$ cat src/design/array_doubly_linked_list_macros.svh
`ifndef ARRAY_DOUBLY_LINKED_LIST_MACROS_SVH
`define ARRAY_DOUBLY_LINKED_LIST_MACROS_SVH

// same-cycle implication, sampled on clk, off while rst_n is low
`define ADLL_ASSERT_IMP(lbl, ante, cons, msg) \
    lbl: assert property (@(posedge clk) disable iff (!rst_n) (ante) |-> (cons)) \
        else $error(msg);

// next-cycle implication, sampled on clk, off while rst_n is low
`define ADLL_ASSERT_NXT(lbl, ante, cons, msg) \
    lbl: assert property (@(posedge clk) disable iff (!rst_n) (ante) |=> (cons)) \
        else $error(msg);

`endif

$ cat src/design/adll_pkg.sv
package adll_pkg;

    localparam int NODE_COUNT = 1024;
    localparam int NODE_W     = 11;
    localparam int ADDR_W     = $clog2(NODE_COUNT);
    localparam int DATA_W     = 32;
    localparam int FUNC_W     = 3;
    localparam int STAT_W     = 2;
    localparam int IN_W       = 48;
    localparam int OUT_W      = 80;

    localparam logic [FUNC_W-1:0] FN_PUSH_L = 3'd0;
    localparam logic [FUNC_W-1:0] FN_PUSH_R = 3'd1;
    localparam logic [FUNC_W-1:0] FN_DELETE = 3'd2;
    localparam logic [FUNC_W-1:0] FN_INS_L  = 3'd3;
    localparam logic [FUNC_W-1:0] FN_INS_R  = 3'd4;
    localparam logic [FUNC_W-1:0] FN_READ   = 3'd5;

    localparam logic [STAT_W-1:0] ST_OK   = 2'd0;
    localparam logic [STAT_W-1:0] ST_FULL = 2'd1;
    localparam logic [STAT_W-1:0] ST_BAD  = 2'd2;

    typedef enum logic [2:0] {
        ACT_FETCH,
        ACT_CHECK,
        ACT_NEW,
        ACT_LINK,
        ACT_UNLINK,
        ACT_EMIT
    } act_t;

    typedef enum logic [1:0] {
        J_GO,
        J_WAIT_IN,
        J_DISPATCH,
        J_WAIT_OUT
    } jmp_t;

    typedef enum logic [1:0] {
        CLS_DONE,
        CLS_INSERT,
        CLS_DELETE
    } cls_t;

    typedef enum logic [2:0] {
        UC_FETCH,
        UC_CHECK,
        UC_NEW,
        UC_LINK,
        UC_UNLINK,
        UC_EMIT
    } step_t;

    typedef struct packed {
        act_t  act;
        jmp_t  jmp;
        step_t target;
    } ctrl_t;

    // microprogram
    function automatic ctrl_t uc_rom(input step_t step_pos);
        ctrl_t word;
        unique case (step_pos)
            UC_FETCH:  word = '{act: ACT_FETCH,  jmp: J_WAIT_IN,  target: UC_CHECK};
            UC_CHECK:  word = '{act: ACT_CHECK,  jmp: J_DISPATCH, target: UC_NEW};
            UC_NEW:    word = '{act: ACT_NEW,    jmp: J_GO,       target: UC_LINK};
            UC_LINK:   word = '{act: ACT_LINK,   jmp: J_GO,       target: UC_EMIT};
            UC_UNLINK: word = '{act: ACT_UNLINK, jmp: J_GO,       target: UC_EMIT};
            UC_EMIT:   word = '{act: ACT_EMIT,   jmp: J_WAIT_OUT, target: UC_FETCH};
            default:   word = '{act: ACT_FETCH,  jmp: J_WAIT_IN,  target: UC_CHECK};
        endcase
        return word;
    endfunction

endpackage

$ cat src/design/adll_seq.sv
module adll_seq (
    input  logic            clk,
    input  logic            rst_n,
    input  logic            in_valid,
    input  logic            out_free,
    input  adll_pkg::cls_t  cls,
    output adll_pkg::ctrl_t ctrl
);
    import adll_pkg::*;

    step_t step_reg;
    step_t step_next;

    always_ff @(posedge clk or negedge rst_n)
    begin
        if (!rst_n)
        begin
            step_reg <= UC_FETCH;
        end
        else
        begin
            step_reg <= step_next;
        end
    end

    always_comb
    begin
        ctrl = uc_rom(step_reg);
        unique case (ctrl.jmp)
            J_GO:       step_next = ctrl.target;
            J_WAIT_IN:  step_next = in_valid ? ctrl.target : step_reg;
            J_WAIT_OUT: step_next = out_free ? ctrl.target : step_reg;
            J_DISPATCH:
            begin
                unique case (cls)
                    CLS_INSERT: step_next = ctrl.target;
                    CLS_DELETE: step_next = UC_UNLINK;
                    default:    step_next = UC_EMIT;
                endcase
            end
            default:    step_next = UC_FETCH;
        endcase
    end

endmodule

$ cat config.mk
export PLATFORM = sky130hd
export DESIGN_NAME = adll_seq
export DESIGN_NICKNAME = d
export VERILOG_FILES = /design/src/design/array_doubly_linked_list_macros.svh /design/src/design/adll_pkg.sv /design/src/design/adll_seq.sv
export SDC_FILE = /design/constraint.sdc
export NUM_CORES = 1
export LEC_CHECK = 0
export ABC_CLOCK_PERIOD_IN_PS = 3220
export BUFFER_PORTS_ARGS = -buffer_cell sky130_fd_sc_hd__buf_2
export CAP_MARGIN = 20
export CELL_PAD_IN_SITES_DETAIL_PLACEMENT = 0
export CELL_PAD_IN_SITES_GLOBAL_PLACEMENT = 2
export CORE_AREA = 4 4 41 43
export CTS_CLUSTER_SIZE = 10
export DETAILED_ROUTE_END_ITERATION = 7
export DIE_AREA = 0 0 45 47
export HOLD_SLACK_MARGIN = 0.05
export PLACE_DENSITY_LB_ADDON = 0.3
export SLEW_MARGIN = 20
export SYNTH_ARGS = -nofsm -noshare
export SYNTH_HDL_FRONTEND = slang
export SYNTH_SLANG_ARGS = --single-unit
$ cat constraint.sdc
create_clock -name clk -period 3.22 [get_ports clk]
set_input_delay 0.322 -clock clk [delete_from_list [all_inputs] [get_ports clk]]
set_output_delay 0.322 -clock clk [all_outputs]
set_load 0.02 [all_outputs]
-- After elaboration in Yosys (flattened, before gate mapping)
Index checks and enable logic that the tools add are counted.
W data, S select, Z words.
- input bits: 6
- output and inout bits: 8
- word-level logic and storage cells: 20
- register bits after elaboration: 3
- reduce and logical (&&, ||, !) cells: 2
- equal/unequal tests: 12
- multiplexer cells: 5
- operator list (kind ; number):
    $pmux W8 S5 ; 1
    $pmux W3 S4 ; 1
    $eq A2 B2 Y1 const B ; 3
    $eq A3 B2 Y1 const B ; 2
    $eq A3 B3 Y1 const B ; 2
    $mux W3 ; 2
    $pmux W3 S2 ; 1
    $eq A2 B1 Y1 const B ; 2
    $ne A2 B2 Y1 const B ; 2
    $eq A3 B1 Y1 const B ; 1
    $logic_not A2 Y1 ; 1
    $reduce_and A2 Y1 ; 1

-- Logic depth before layout (Yosys ltp)
- word-level depth: 5
- mapped depth: 4

-- Least setup slack after synthesis
Ideal clock, no wire load.
- path type: reg2out
- from: reg step_reg[1]
- to: out ctrl[1] (netlist bit)
- stages on the path, launching flop included: 4
- slack: 1.770 ns
- data required time: 2.898 ns
- arrival time: 1.128 ns
- path buffers: 0
- cells stage by stage: dfrtp_1 > and2b_4 > inv_2 > a21oi_1
- RTL lines (what ; RTL line ; source):
    start: declaration ; adll_seq.sv:11 ; step_t step_reg;
    start signal: assignment ; adll_seq.sv:22 ; step_reg <= step_next;
    end: declaration ; adll_seq.sv:7 ; output adll_pkg::ctrl_t ctrl

==> results.yml <==
synth:
  synth_top_area_cell: "dfrtp_1"
  syn_nets: 42
  yosysTopAreaCellShare_pct: 24.1
  synth_seq_cells: 3
  synthCells: 34
  async_flop_share_pct: 100
  synth_edf_count: 0
  ys_seq_area_share_pct: 24.1
  synthFlopType: "dfrtp_1"
  syn-mean-instance-area_sq_um: 9.16
  synth_most_common_cell: "nand2_1"
  ys_types: 22
  yosysWarnings: 0
  synth_area_sq_um: 312
  netlist_top_cells_count: "4 x nand2_1, 3 x buf_6, 3 x dfrtp_1"
  synth_area_leaders: "dfrtp_1 24%, buf_6 11%, o311ai_4 8.4%"
worst_setup_path:
  reg2reg_from: "step_reg[2]"
  r2r_end: "step_reg[0]"
  regToRegSetupSlack_ps: 2000
  cp-end-kind: "primary output"
  critPathLaunchType: "register"
  cp_data_required_time_ps: 2900
  cp.arrival_ps: 1390
  worstSetupPathType: "register to primary output"
  worstPathMaxFanout: 11
  r2r_cells: 3
power_and_ir_drop:
  leakagePower_nw: 0.196
  combinationalPowerShare_pct: 60.4
  p_sw_uw: 220
  clockPowerShare_pct: 16.5
  power.internal_uw: 212
  pwr-share-seq_pct: 23.2
  ir_drop_mv: 0.321
  switching_share_pct: 51.0
  powerDensity_nw_per_um2: 1080
  power_uw: 432
detailed_routing:
  vias: 278
  drc: 0
  viasPerCell: 4.34
  drt_pass1_iterations: 3
  wl_microns: 735
  first_iter_violations: 1
  routedWlPerCell_microns: 11.5
  ant_nets: 0
timing:
  relSlewSlack_pct: 70.5
  fin_crit_sh_pct: 53.2
  hold-worst-slack_ps: 403
  maxSlewViolCount: 0
  rsz0062_at_grt: "no"
  setup_viol: 0
  clock.fmax_mhz: 583
  fin_setup_tns_ps: 0
  fin_skew_ps: 3.76
  worst_slack_ps: 1510
  finalHoldViolCount: 0
  worstMarginPinSlew_ps: 443
  min_period_ps: 1710
floorplanning:
  fp.dieW_microns: 45
  num_rows: 13
  fp.coreArea_sq_um: 1300
  die-area_sq_um: 2120
  ios: 14
  die_h_microns: 47
  initial_core_util_pct: 23.9
cts:
  cts_hold_buffers: 1
  h-tree-depth: 1
  root_buffer: "clkbuf_4"
  path_clk_slew_ps: 40
  clk_path_buf_depth: 2
  cts_setup_buffers: 0
  cts_buffers: 3
  insertion_delay_ps: 240
  cts_tree: "done"
  cts_resized: 0
  cts_num_sinks: 3
placed_design:
  pre_cts_slack_ps: 1760
  dp_hpwl_microns: 546
  gp_congestion: 0.689
  numPortBuffers: 13
  place_area_sq_um: 362
global_routing:
  antenna_found_initial: 0
  grt_max_degree: 14
  grt_pass1_wl_mm: 1.06
  grt_overflow: 0
  track_usage_pct: 7.59
  grt_pass1_vias: 252
flow_run:
  drv_cap: 0
layout:
  finalInstanceArea_sq_um: 398
  drive_gt1_share_pct: 38.8
  diodes: 0
  largest_register_ffs: 3
  layout.nets: 58
  areaGrowthSynthToFinish_pct: 27.7
outcome:
  status: "complete, no violations"
hold_path:
  hp-class: "primary input to async pin"
==> worst max-delay path by stage <==
stage / start / endpoint / slack [ps]
2_1_floorplan: step_reg[1] / ctrl[1] / 1770
3_3_place_gp: step_reg[1] / ctrl[1] / 1790
3_5_place_dp: step_reg[1] / ctrl[1] / 1760
4_1_cts: step_reg[1] / ctrl[1] / 1500
5_1_grt: step_reg[1] / ctrl[1] / 1440
6_report: step_reg[1] / ctrl[1] / 1510
==> cell families (layout without fill, tap and decap cells) <==
kind of cell               count (synthesis)  count (layout)  share of synthesized area (%)
and+or+nand+nor                           12              12                           20.9
AOI/OAI and AO/OA                          9               9                           26.5
buffers and inverters                      6              21                           14.5
DFF                                        3               3                           24.1
adders and majority gates                  2               2                           8.03
xor gates and xnor gates                   1               1                           2.81
muxes                                      1               1                           3.21
==> layout make-up <==
cell class                 count  area [sq um]
fill                         151           903
multi-input combinational     25           191
sequential                     3          75.1
timing repair buffer          14          75.1
clock buffer                   4          26.3
tap                           15          18.8
inverter                       3          11.3
==> layout by cell type (no fill, tap or decap) <==
cell,count
xor2_1,1
o21ai_0,2
or2b_1,1
nand2_1,4
ha_1,2
dlygate4sd3_1,1
inv_2,1
o311ai_4,1
o211ai_1,1
nor2b_1,2
and2b_4,1
buf_2,13
or2_1,1
dfrtp_1,3
inv_1,2
o31a_1,1
nand2b_1,1
clkbuf_1,1
a21oi_1,1
mux2i_1,1
a32o_1,1
nor2_1,2
clkbuf_4,3
a21boi_0,1
o31ai_1,1
==> layer usage <==
layer	global-route usage (%)	wire length, microns	vias up
met5	0	0	-
met4	5.26	0	0
met3	4.60	73	0
met2	10.7	316	11
met1	8.43	345	121
li1	-	-	146
==> power groups by stage <==
stage	Sequential (mW)	Clock [mW]	Combinational (mW)
global placement	0.0995	0	0.263
detailed placement	0.101	0	0.265
floorplan	0.0629	0	0.252
finish	0.0999	0.0710	0.261
CTS	0.100	0.0732	0.267
global route	0.104	0.0789	0.286
==> worst max-delay path, cell delays in order, from the launching register on <==
cell and delay (ps):
dfrtp_1 490, and2b_4 340, inv_2 40, a21oi_1 100, buf_2 180
==> per-stage QoR <==
| step | util (%) | std cells |
|---|---|---|
| after floorplan | - | 34 |
| after global placement | 27.8 | 59 |
| after detailed placement | 27.8 | 59 |
| after CTS | 30.6 | 64 |
| after global routing | 30.6 | 64 |
| final | 30.6 | 64 |
(Power assumes the default switching activity.)
